--- src/rtl/sha1s_pkg.sv ---
// types and constants of the sha-1 stream hasher
// used by the controller, the datapath, the top level and the checker
package sha1s_pkg;

    // one input transfer
    typedef struct packed {
        logic [7:0] data_byte;
        logic       byte_present;
        logic       last;
    } in_item_t;

    // one result transfer
    typedef struct packed {
        logic [31:0] digest_h0;
        logic [31:0] digest_h1;
        logic [31:0] digest_h2;
        logic [31:0] digest_h3;
        logic [31:0] digest_h4;
        logic [63:0] message_bits;
    } out_item_t;

    // how the block words are formed for one compression
    typedef logic [1:0] blk_mode_t;
    localparam blk_mode_t MODE_NORMAL = 2'd0; // full buffered block
    localparam blk_mode_t MODE_PAD1   = 2'd1; // tail, 0x80, zeros, length
    localparam blk_mode_t MODE_PAD2A  = 2'd2; // tail, 0x80, zeros
    localparam blk_mode_t MODE_PAD2B  = 2'd3; // zeros, length

    localparam logic [6:0] ROUND_LAST = 7'd79;
    localparam logic [5:0] FILL_LAST  = 6'd63;
    localparam logic [5:0] LEN_START  = 6'd56;

    // controller to datapath commands
    typedef struct packed {
        logic       byte_wr;
        logic       round_en;
        logic [6:0] round_idx;
        blk_mode_t  mode;
        logic       chain_add;
        logic       finish;
    } dp_cmd_t;

    // datapath to controller status
    typedef struct packed {
        logic [5:0] fill;
    } dp_stat_t;

    // initial chaining values
    localparam logic [31:0] IV_H0 = 32'h67452301;
    localparam logic [31:0] IV_H1 = 32'hefcdab89;
    localparam logic [31:0] IV_H2 = 32'h98badcfe;
    localparam logic [31:0] IV_H3 = 32'h10325476;
    localparam logic [31:0] IV_H4 = 32'hc3d2e1f0;

    // round constants
    localparam logic [31:0] K_0 = 32'h5a827999;
    localparam logic [31:0] K_1 = 32'h6ed9eba1;
    localparam logic [31:0] K_2 = 32'h8f1bbcdc;
    localparam logic [31:0] K_3 = 32'hca62c1d6;

    localparam logic [7:0] PAD_BYTE = 8'h80;

endpackage

--- src/rtl/sha1s_ctrl.sv ---
// controller of the sha-1 stream hasher: input handshake, round sequencing, result valid
// depends on sha1s_pkg
module sha1s_ctrl (
    input  logic                aclk,
    input  logic                aresetn,
    input  logic                s_valid,
    output logic                s_ready,
    input  sha1s_pkg::in_item_t s_data,
    output logic                m_valid,
    input  logic                m_ready,
    output sha1s_pkg::dp_cmd_t  cmd,
    input  sha1s_pkg::dp_stat_t stat
);

    localparam logic [2:0] ST_IDLE    = 3'd0;
    localparam logic [2:0] ST_PAD_SEL = 3'd1;
    localparam logic [2:0] ST_ROUND   = 3'd2;
    localparam logic [2:0] ST_ADD     = 3'd3;
    localparam logic [2:0] ST_FINISH  = 3'd4;

    logic [2:0]           state_reg, state_next;
    logic [6:0]           round_reg, round_next;
    sha1s_pkg::blk_mode_t mode_reg, mode_next;
    logic                 last_pend_reg, last_pend_next;
    logic                 m_valid_reg, m_valid_next;
    logic                 s_xfer;
    logic                 out_free;

    assign s_ready  = (state_reg == ST_IDLE);
    assign s_xfer   = s_valid && s_ready;
    assign m_valid  = m_valid_reg;
    assign out_free = !m_valid_reg || m_ready;

    // next state and commands
    always_comb begin
        state_next     = state_reg;
        round_next     = round_reg;
        mode_next      = mode_reg;
        last_pend_next = last_pend_reg;
        m_valid_next   = m_valid_reg && !m_ready;

        cmd           = '0;
        cmd.byte_wr   = s_xfer && s_data.byte_present;
        cmd.round_idx = round_reg;
        cmd.mode      = mode_reg;

        case (state_reg)
            ST_IDLE: begin
                if (s_xfer) begin
                    if (s_data.byte_present && stat.fill == sha1s_pkg::FILL_LAST) begin
                        // this byte completes a block
                        state_next     = ST_ROUND;
                        mode_next      = sha1s_pkg::MODE_NORMAL;
                        round_next     = '0;
                        last_pend_next = s_data.last;
                    end else if (s_data.last) begin
                        state_next = ST_PAD_SEL;
                    end
                end
            end
            ST_PAD_SEL: begin
                // one padding block if the length still fits, else two
                mode_next  = (stat.fill < sha1s_pkg::LEN_START) ?
                             sha1s_pkg::MODE_PAD1 : sha1s_pkg::MODE_PAD2A;
                round_next = '0;
                state_next = ST_ROUND;
            end
            ST_ROUND: begin
                cmd.round_en = 1'b1;
                if (round_reg == sha1s_pkg::ROUND_LAST) begin
                    round_next = '0;
                    state_next = ST_ADD;
                end else begin
                    round_next = round_reg + 7'd1;
                end
            end
            ST_ADD: begin
                cmd.chain_add = 1'b1;
                case (mode_reg)
                    sha1s_pkg::MODE_NORMAL: begin
                        state_next     = last_pend_reg ? ST_PAD_SEL : ST_IDLE;
                        last_pend_next = 1'b0;
                    end
                    sha1s_pkg::MODE_PAD2A: begin
                        mode_next  = sha1s_pkg::MODE_PAD2B;
                        state_next = ST_ROUND;
                    end
                    default: begin
                        state_next = ST_FINISH;
                    end
                endcase
            end
            ST_FINISH: begin
                // wait for the result register to be free
                if (out_free) begin
                    cmd.finish   = 1'b1;
                    m_valid_next = 1'b1;
                    state_next   = ST_IDLE;
                end
            end
            default: begin
                state_next = ST_IDLE;
            end
        endcase
    end

    // control registers
    always_ff @(posedge aclk) begin
        if (!aresetn) begin
            state_reg     <= ST_IDLE;
            round_reg     <= '0;
            mode_reg      <= sha1s_pkg::MODE_NORMAL;
            last_pend_reg <= 1'b0;
            m_valid_reg   <= 1'b0;
        end else begin
            state_reg     <= state_next;
            round_reg     <= round_next;
            mode_reg      <= mode_next;
            last_pend_reg <= last_pend_next;
            m_valid_reg   <= m_valid_next;
        end
    end

endmodule

--- src/rtl/sha1s_dp.sv ---
// datapath of the sha-1 stream hasher: block buffer, schedule window, round unit,
// chaining words, bit counter and result register; depends on sha1s_pkg
module sha1s_dp (
    input  logic                 aclk,
    input  logic                 aresetn,
    input  logic [7:0]           data_byte,
    input  sha1s_pkg::dp_cmd_t   cmd,
    output sha1s_pkg::dp_stat_t  stat,
    output sha1s_pkg::out_item_t m_data
);

    localparam logic [6:0] T_MSG_END = 7'd16;
    localparam logic [6:0] T_F1      = 7'd20;
    localparam logic [6:0] T_F2      = 7'd40;
    localparam logic [6:0] T_F3      = 7'd60;
    localparam logic [3:0] W_LEN_HI  = 4'd14;
    localparam logic [3:0] W_LEN_LO  = 4'd15;

    logic [31:0]          blk_word_reg [16];
    logic [31:0]          win_reg [16];
    logic [31:0]          chain_reg [5];
    logic [31:0]          var_reg [5];
    logic [5:0]           fill_reg;
    logic [63:0]          bits_reg;
    sha1s_pkg::out_item_t out_reg;

    logic [31:0] a_cur, b_cur, c_cur, d_cur, e_cur;
    logic [31:0] raw_word, msg_word, sched_word, w_cur;
    logic [31:0] f_cur, k_cur, tmp_cur;
    logic [4:0]  lane_off;

    assign stat.fill = fill_reg;
    assign m_data    = out_reg;
    assign lane_off  = {~fill_reg[1:0], 3'b000};

    // working variables come from the chaining words in the first round
    always_comb begin
        if (cmd.round_idx == '0) begin
            a_cur = chain_reg[0];
            b_cur = chain_reg[1];
            c_cur = chain_reg[2];
            d_cur = chain_reg[3];
            e_cur = chain_reg[4];
        end else begin
            a_cur = var_reg[0];
            b_cur = var_reg[1];
            c_cur = var_reg[2];
            d_cur = var_reg[3];
            e_cur = var_reg[4];
        end
    end

    // message word: buffered bytes, padding byte, zeros or length halves
    always_comb begin
        logic [5:0] pos;
        logic       keep_tail;
        pos       = '0;
        raw_word  = blk_word_reg[cmd.round_idx[3:0]];
        keep_tail = (cmd.mode != sha1s_pkg::MODE_PAD2B);
        msg_word  = raw_word;
        if (cmd.mode != sha1s_pkg::MODE_NORMAL) begin
            for (int j = 0; j < 4; j++) begin
                pos = {cmd.round_idx[3:0], 2'(j)};
                if (keep_tail && pos < fill_reg) begin
                    msg_word[8*(3-j) +: 8] = raw_word[8*(3-j) +: 8];
                end else if (keep_tail && pos == fill_reg) begin
                    msg_word[8*(3-j) +: 8] = sha1s_pkg::PAD_BYTE;
                end else begin
                    msg_word[8*(3-j) +: 8] = 8'h00;
                end
            end
            if (cmd.mode == sha1s_pkg::MODE_PAD1 || cmd.mode == sha1s_pkg::MODE_PAD2B) begin
                if (cmd.round_idx[3:0] == W_LEN_HI) begin
                    msg_word = bits_reg[63:32];
                end else if (cmd.round_idx[3:0] == W_LEN_LO) begin
                    msg_word = bits_reg[31:0];
                end
            end
        end
    end

    // schedule expansion from the window taps t-3, t-8, t-14, t-16
    always_comb begin
        logic [31:0] mix;
        mix        = win_reg[13] ^ win_reg[8] ^ win_reg[2] ^ win_reg[0];
        sched_word = {mix[30:0], mix[31]};
        w_cur      = (cmd.round_idx < T_MSG_END) ? msg_word : sched_word;
    end

    // round function and constant
    always_comb begin
        if (cmd.round_idx < T_F1) begin
            f_cur = (b_cur & c_cur) | (~b_cur & d_cur);
            k_cur = sha1s_pkg::K_0;
        end else if (cmd.round_idx < T_F2) begin
            f_cur = b_cur ^ c_cur ^ d_cur;
            k_cur = sha1s_pkg::K_1;
        end else if (cmd.round_idx < T_F3) begin
            f_cur = (b_cur & c_cur) | (b_cur & d_cur) | (c_cur & d_cur);
            k_cur = sha1s_pkg::K_2;
        end else begin
            f_cur = b_cur ^ c_cur ^ d_cur;
            k_cur = sha1s_pkg::K_3;
        end
        tmp_cur = {a_cur[26:0], a_cur[31:27]} + f_cur + e_cur + k_cur + w_cur;
    end

    // block buffer, byte lanes written big-endian
    always_ff @(posedge aclk) begin
        if (cmd.byte_wr) begin
            blk_word_reg[fill_reg[5:2]][lane_off +: 8] <= data_byte;
        end
    end

    // schedule window and working variables
    always_ff @(posedge aclk) begin
        if (cmd.round_en) begin
            for (int i = 0; i < 15; i++) begin
                win_reg[i] <= win_reg[i+1];
            end
            win_reg[15] <= w_cur;
            var_reg[0]  <= tmp_cur;
            var_reg[1]  <= a_cur;
            var_reg[2]  <= {b_cur[1:0], b_cur[31:2]};
            var_reg[3]  <= c_cur;
            var_reg[4]  <= d_cur;
        end
    end

    // chaining words, fill position and bit counter
    always_ff @(posedge aclk) begin
        if (!aresetn) begin
            chain_reg[0] <= sha1s_pkg::IV_H0;
            chain_reg[1] <= sha1s_pkg::IV_H1;
            chain_reg[2] <= sha1s_pkg::IV_H2;
            chain_reg[3] <= sha1s_pkg::IV_H3;
            chain_reg[4] <= sha1s_pkg::IV_H4;
            fill_reg     <= '0;
            bits_reg     <= '0;
        end else if (cmd.finish) begin
            chain_reg[0] <= sha1s_pkg::IV_H0;
            chain_reg[1] <= sha1s_pkg::IV_H1;
            chain_reg[2] <= sha1s_pkg::IV_H2;
            chain_reg[3] <= sha1s_pkg::IV_H3;
            chain_reg[4] <= sha1s_pkg::IV_H4;
            fill_reg     <= '0;
            bits_reg     <= '0;
        end else begin
            if (cmd.chain_add) begin
                for (int k = 0; k < 5; k++) begin
                    chain_reg[k] <= chain_reg[k] + var_reg[k];
                end
            end
            // fill wraps to zero when a block completes
            if (cmd.byte_wr) begin
                fill_reg <= fill_reg + 6'd1;
                bits_reg <= bits_reg + 64'd8;
            end
        end
    end

    // result register
    always_ff @(posedge aclk) begin
        if (cmd.finish) begin
            out_reg.digest_h0    <= chain_reg[0];
            out_reg.digest_h1    <= chain_reg[1];
            out_reg.digest_h2    <= chain_reg[2];
            out_reg.digest_h3    <= chain_reg[3];
            out_reg.digest_h4    <= chain_reg[4];
            out_reg.message_bits <= bits_reg;
        end
    end

endmodule

--- src/rtl/sha1_stream_hash.sv ---
// top level of the byte-serial sha-1 stream hasher
// depends on sha1s_pkg, sha1s_ctrl and sha1s_dp
//
//   channel | dir | handshake          | payload
//   s_      | in  | s_valid / s_ready  | data_byte, byte_present, last
//   m_      | out | m_valid / m_ready  | digest_h0..digest_h4, message_bits
//
// a byte that does not complete a block leaves s_ready high
// a byte that completes a block holds s_ready low through the 80 rounds
// of the single round unit and then the chaining add
// a last item adds a padding choice, then one or two padding blocks, then
// the result load; that load waits while an earlier result stalls
// reset is synchronous and active low; the block is ready right after it
module sha1_stream_hash (
    input  logic                 aclk,
    input  logic                 aresetn,
    input  logic                 s_valid,
    output logic                 s_ready,
    input  sha1s_pkg::in_item_t  s_data,
    output logic                 m_valid,
    input  logic                 m_ready,
    output sha1s_pkg::out_item_t m_data
);

    sha1s_pkg::dp_cmd_t  cmd;
    sha1s_pkg::dp_stat_t stat;

    // sequencing
    sha1s_ctrl u_ctrl (
        .aclk    (aclk),
        .aresetn (aresetn),
        .s_valid (s_valid),
        .s_ready (s_ready),
        .s_data  (s_data),
        .m_valid (m_valid),
        .m_ready (m_ready),
        .cmd     (cmd),
        .stat    (stat)
    );

    // hashing datapath
    sha1s_dp u_dp (
        .aclk      (aclk),
        .aresetn   (aresetn),
        .data_byte (s_data.data_byte),
        .cmd       (cmd),
        .stat      (stat),
        .m_data    (m_data)
    );

endmodule

--- config.mk ---
export PLATFORM = sky130hd
export DESIGN_NAME = sha1_stream_hash
export DESIGN_NICKNAME = d
export VERILOG_FILES = /design/src/rtl/sha1s_pkg.sv /design/src/rtl/sha1s_ctrl.sv /design/src/rtl/sha1s_dp.sv /design/src/rtl/sha1_stream_hash.sv
export SDC_FILE = /design/constraint.sdc
export NUM_CORES = 2
export LEC_CHECK = 0
export BUFFER_PORTS_ARGS = -buffer_cell sky130_fd_sc_hd__buf_4
export CORE_MARGIN = 5
export CORE_UTILIZATION = 62
export CTS_CLUSTER_DIAMETER = 40
export DETAILED_ROUTE_END_ITERATION = 10
export PLACE_DENSITY = 0.8
export SLEW_MARGIN = 10
export SYNTH_ARGS = -nofsm -noshare
export SYNTH_HDL_FRONTEND = slang
export SYNTH_HIERARCHICAL = 1
export SYNTH_SLANG_ARGS = --single-unit
export TNS_END_PERCENT = 5
--- constraint.sdc ---
create_clock -name aclk -period 23.8 [get_ports aclk]
set_input_delay 4.76 -clock aclk [delete_from_list [all_inputs] [get_ports aclk]]
set_output_delay 4.76 -clock aclk [all_outputs]
set_load 0.03 [all_outputs]
# ---- After elaboration in Yosys (flattened, before gate mapping)
# Memory sizes are Yosys's and may differ from the RTL's. A register that Yosys moved wholly into a read port is not among the register bits.
# Index checks and enable logic that the tools add are counted.
dict set report classes {
  n_shift 2
  n_lt_le_gt_ge 9
  mux 75
  add_sub_neg 13
  n_reduce_logical 28
  n_eq_ne 23
  bitwise_logic 25
}
# op n
set ops {}
lappend ops {{$mux W32} 26}
lappend ops {{$add A32 B32 Y32} 9}
lappend ops {{$xor A32 B32 Y32} 5}
lappend ops {{$and A32 B32 Y32} 4}
lappend ops {{$or A32 B32 Y32} 3}
lappend ops {{$add A64 B4 Y64 const B} 1}
lappend ops {{$mux W8} 8}
lappend ops {{$not A32 Y32} 1}
lappend ops {{$shift A8 B7 Y32 const A} 1}
lappend ops {{$shiftx A8 B7 Y32} 1}
lappend ops {{$mux W31} 1}
lappend ops {{$eq A6 B6 Y1} 4}
lappend ops {{$lt A6 B6 Y1} 4}
lappend ops {{$mux W1} 21}
lappend ops {{$mux W7} 3}
lappend ops {{$pmux W7 S3} 1}
lappend ops {{$mux W3} 5}
lappend ops {{$pmux W3 S5} 1}
lappend ops {{$lt A7 B5 Y1 const B} 2}
lappend ops {{$lt A7 B6 Y1 const B} 2}
lappend ops {{$logic_and A1 B1 Y1} 12}
lappend ops {{$reduce_and A4 Y1} 3}
lappend ops {{$ne A2 B2 Y1 const B} 5}
lappend ops {{$or A1 B1 Y1} 10}
lappend ops {{other kinds (30)} 42}
dict set report totals {
  memories 4
  register_bits 308
  in_bits 14
  ram_bits 1344
  wordCells 192
}
# memory words word_bits read_ports rd_ports_with_merged_regs wr line_no
set mem_list {}
lappend mem_list {u_dp.blk_word_reg 16 32 1 1 1 sha1s_dp.sv:19} ;# logic [31:0] blk_word_reg [16];
lappend mem_list {u_dp.win_reg 16 32 16 0 16 sha1s_dp.sv:20} ;# logic [31:0] win_reg [16];
lappend mem_list {u_dp.chain_reg 5 32 5 0 5 sha1s_dp.sv:21} ;# logic [31:0] chain_reg [5];
lappend mem_list {u_dp.var_reg 5 32 5 0 5 sha1s_dp.sv:22} ;# logic [31:0] var_reg [5];

# ---- Longest topological paths before layout
dict set report depth {
  word_depth 12
  depth_mapped 32
}

# ---- By module
# The synthesis kept the hierarchy.
# mod n_inst seq_area_each_um2 cells_per_inst area_each_um2
set by_module_without_submodules {}
lappend by_module_without_submodules {sha1s_dp 1 48336.4 4526 71785.1}
lappend by_module_without_submodules {sha1s_ctrl 1 280.3 102 852.1}

# ---- Worst setup path after synthesis
# No wires, ideal clock.
dict set report synth_path {
  kind {input to register}
  startpoint {input port m_ready}
  endpoint {memory u_dp.chain_reg[0][0] (enable)}
  path_stages 4
  path_slack_ns 4.198
  required_time_ns 23.274
  n_path_buf 0
  arrival_ns 19.076
  path_cell_list {nor2b_1 nor2_1 nor2b_1 nand2_1}
}
# item line_no
set synth_lines {}
lappend synth_lines {{from (decl)} sha1_stream_hash.sv:21} ;# input logic m_ready,
lappend synth_lines {{to (decl)} sha1s_dp.sv:21}

==> flow_summary.ini <==
[clocking]
cts_resized = 0
cts_sinks = 1646
h-tree-depth = 4
numCtsBuffers = 187
worst_setup_hold_path_clk_slew_ns = 0.06
clk_latency_ns = 0.83
ctsHoldBuffers = 0
cts_max_path_buffers = 3
tritoncts = yes
cts_root_buffer = clkbuf_16
post_cts_buffers = 0

[placed_design]
numPortBuffers = 236
detailed_place.area_um2 = 76080
gp_congestion = 0.9316
hpwl_um = 119900
dpl_worst_slack_ns = 15.53

[synth]
avgSynthCellArea_um2 = 15.70
synth_xor_xnor_area_share = 0.03593
synthTopCellsByArea = edfxtp_1, mux4_2, ha_1
synth_cells = 4628
yosys.area_share.adder = 0.07490
synth-edff-count = 1565
ys_async_sr_fraction = 0
synth_top_family_by_area = multiplexers
ys_seq_area_frac = 0.6693
synth_top_area_frac = 0.6470
synth_cell_types = 101
yosys.area_share.simple = 0.05757
synth_compound_area_frac = 0.06416
synth_mux_area_frac = 0.07676
netlist_area_um2 = 72640
synth_seq_cells = 1646
yosysWarnings = 6
synth_flop_cell = edfxtp_1
synth_top_area_cell = edfxtp_1

[power_and_ir_drop]
powerDensity_nw_per_um2 = 84.56
switching_share = 0.2495
p_switching_mw = 1.741
peakVddDrop_mv = 0.07462
leakagePower_nw = 28.06
pwr-share-seq = 0.471
intPower_mw = 5.237
pwr-share-clk = 0.420
comb_power_share = 0.109

[timing]
post-route-min-period_ns = 8.081
clock_skew_ns = 0.04888
fmax_ghz = 0.1237
worstMarginPinSlew_ns = 1.314
fin_crit_sh = 0.3396
setup_ws_ns = 15.72
max_slew_margin = 0.1208
holdWs_ns = 0.3826
hold_viol_final = 0
setup_viol = 0
rsz0062_at_grt = false
final.setup.tns_ns = 0
slew_violations = 0

[final_layout]
drive_above_1_share = 0.1701
final_cell_mix = edfxtp_1, nor2_1, buf_4
syn_to_final_growth_pct = 13.61
mostFrequentLayoutCell = edfxtp_1
fin_util = 0.7101
design_area_um2 = 82520
nets = 5336

[die]
core_area_um2 = 116200
rows = 125
die_w_um = 352.3
dieArea_um2 = 124100
start_util = 0.6251
ioPinCount = 240
die_h_um = 352.3

[global_route]
grt_util_all_layers = 0.2885
grt_pass1_wl_um = 267300
antenna_found_initial = 3
grt_pass1_vias = 41724
grt_max_degree = 134
grt_overflow = 0

[critical_path]
crit_arrival_ns = 8.63
crit_path_start_kind = flop
max_stage_delay_ns = 0.74
rrSetupSlack_ns = 15.72
path_class = reg2reg
required_ns = 24.35
crit_slowest_cell = o21ai_0
crit_path_end_kind = flop
crit_path_cell_trace = buf_12 -> inv_1 -> ha_1 -> nand4_1 -> nor2_1 -> nor2_1 -> o21ai_0 -> o22ai_1 -> nand2_1 -> o21ai_0 -> inv_1 -> fa_1 -> fa_1 -> fa_1 -> inv_1 -> ha_1 -> a211o_1 -> a21oi_1 -> nand4b_1 -> a31oi_1 -> a211o_1 -> o21bai_1 -> a21oi_1 -> xnor2_1
crit_fanout = 112
reg2reg_to = u_dp/var_reg[0][29]
r2r_start = u_ctrl/round_reg[0]
reg2reg_depth = 24

[routing]
drt-initial-drc-count = 5278
routed_wl_um = 180500
firstDrtPassIters = 6
wl_per_cell_um = 27.15
ant_nets = 0
drc_errors = 0
viasPerCell = 6.402
vias = 42557

[min_path]
worst_hold_path.num_cells = 0
hp-class = reg2reg
min_to = u_dp/win_reg[0][132]
worstHoldStart = u_dp/win_reg[0][164]

[outcome]
status = complete, no violations

[flow_run]
max-cap-violations = 0
## critical path, delay by kind of cell (launching register included)
kind,cells,cell delay [ns]
AOI/OAI and AO/OA,9,2.75
adders and majority gates,5,2.20
DFF,1,0.73
buffers and inverters,4,1.23
xor gates and xnor gates,1,0.09
and+or+nand+nor,5,0.73
## through the flow
| stage | power [mW] | instances |
|---|---|---|
| after detailed placement | 4.077 | 6298 |
| after CTS | 7.009 | 6645 |
| after floorplan | 3.920 | 4630 |
| after global routing | 7.236 | 6645 |
| after global placement | 4.064 | 6298 |
| final | 6.978 | 6647 |
## area by class of cell
type / instances / area, um^2
diodes: 2 / 5.005
clock buffers: 215 / 4835
clock inverters: 132 / 1607
fillers: 7049 / 33680
inverters: 251 / 949.7
multi-input cells: 2605 / 22530
flip-flops and latches: 1646 / 48630
well taps: 1524 / 1907
repair buffers: 272 / 2067
## metal layers
layer  GRT usage  part of all wire
met3     0.05906             0.099
met5           0          0.000083
met2      0.4481              0.46
met4      0.1096             0.040
met1      0.4109              0.40
## power by group through the flow
| stage | sequential, mW | clock, mW | combinational (mW) |
|---|---|---|---|
| after floorplan | 3.36 | 0 | 0.561 |
| after detailed placement | 3.34 | 0 | 0.734 |
| final | 3.29 | 2.93 | 0.759 |
| after global placement | 3.34 | 0 | 0.723 |
| after CTS | 3.28 | 2.98 | 0.749 |
| after global routing | 3.29 | 3.12 | 0.833 |
## Yosys cell counts, types with 48 or more instances
master    count
o21ai_0     164
mux2i_1      98
edfxtp_1   1565
nor2_1      316
xnor2_1     196
xor2_1      102
mux4_2      160
nor3_1       48
clkbuf_1     57
nand2_1     234
ha_1        234
a21o_1       69
fa_1        125
dfxtp_1      81
mux2_2       88
a21oi_1     174
inv_1       251
## logic make-up after synthesis
kind of cell	count (synthesis)
buffers and inverters	379
flip-flops	1646
AND/OR/NAND/NOR	887
multiplexers	346
AO/OA/AOI/OAI	711
XOR/XNOR	298
adder cells (fa/ha/maj)	360
other	1
## worst max path at each step
| stage | from | to | slack, ns |
|---|---|---|---|
| floorplan | m_ready | u_dp/chain_reg[0][0] | 4.20 |
| global placement | m_ready | u_dp/chain_reg[0][137] | 15.64 |
| detailed placement | m_ready | u_dp/chain_reg[0][137] | 15.53 |
| CTS | u_ctrl/round_reg[0] | u_dp/var_reg[0][30] | 15.73 |
| global route | u_ctrl/round_reg[0] | u_dp/var_reg[0][30] | 15.28 |
| finish | u_ctrl/round_reg[0] | u_dp/var_reg[0][29] | 15.72 |
No activity file was read; power rests on OpenSTA's default activity.
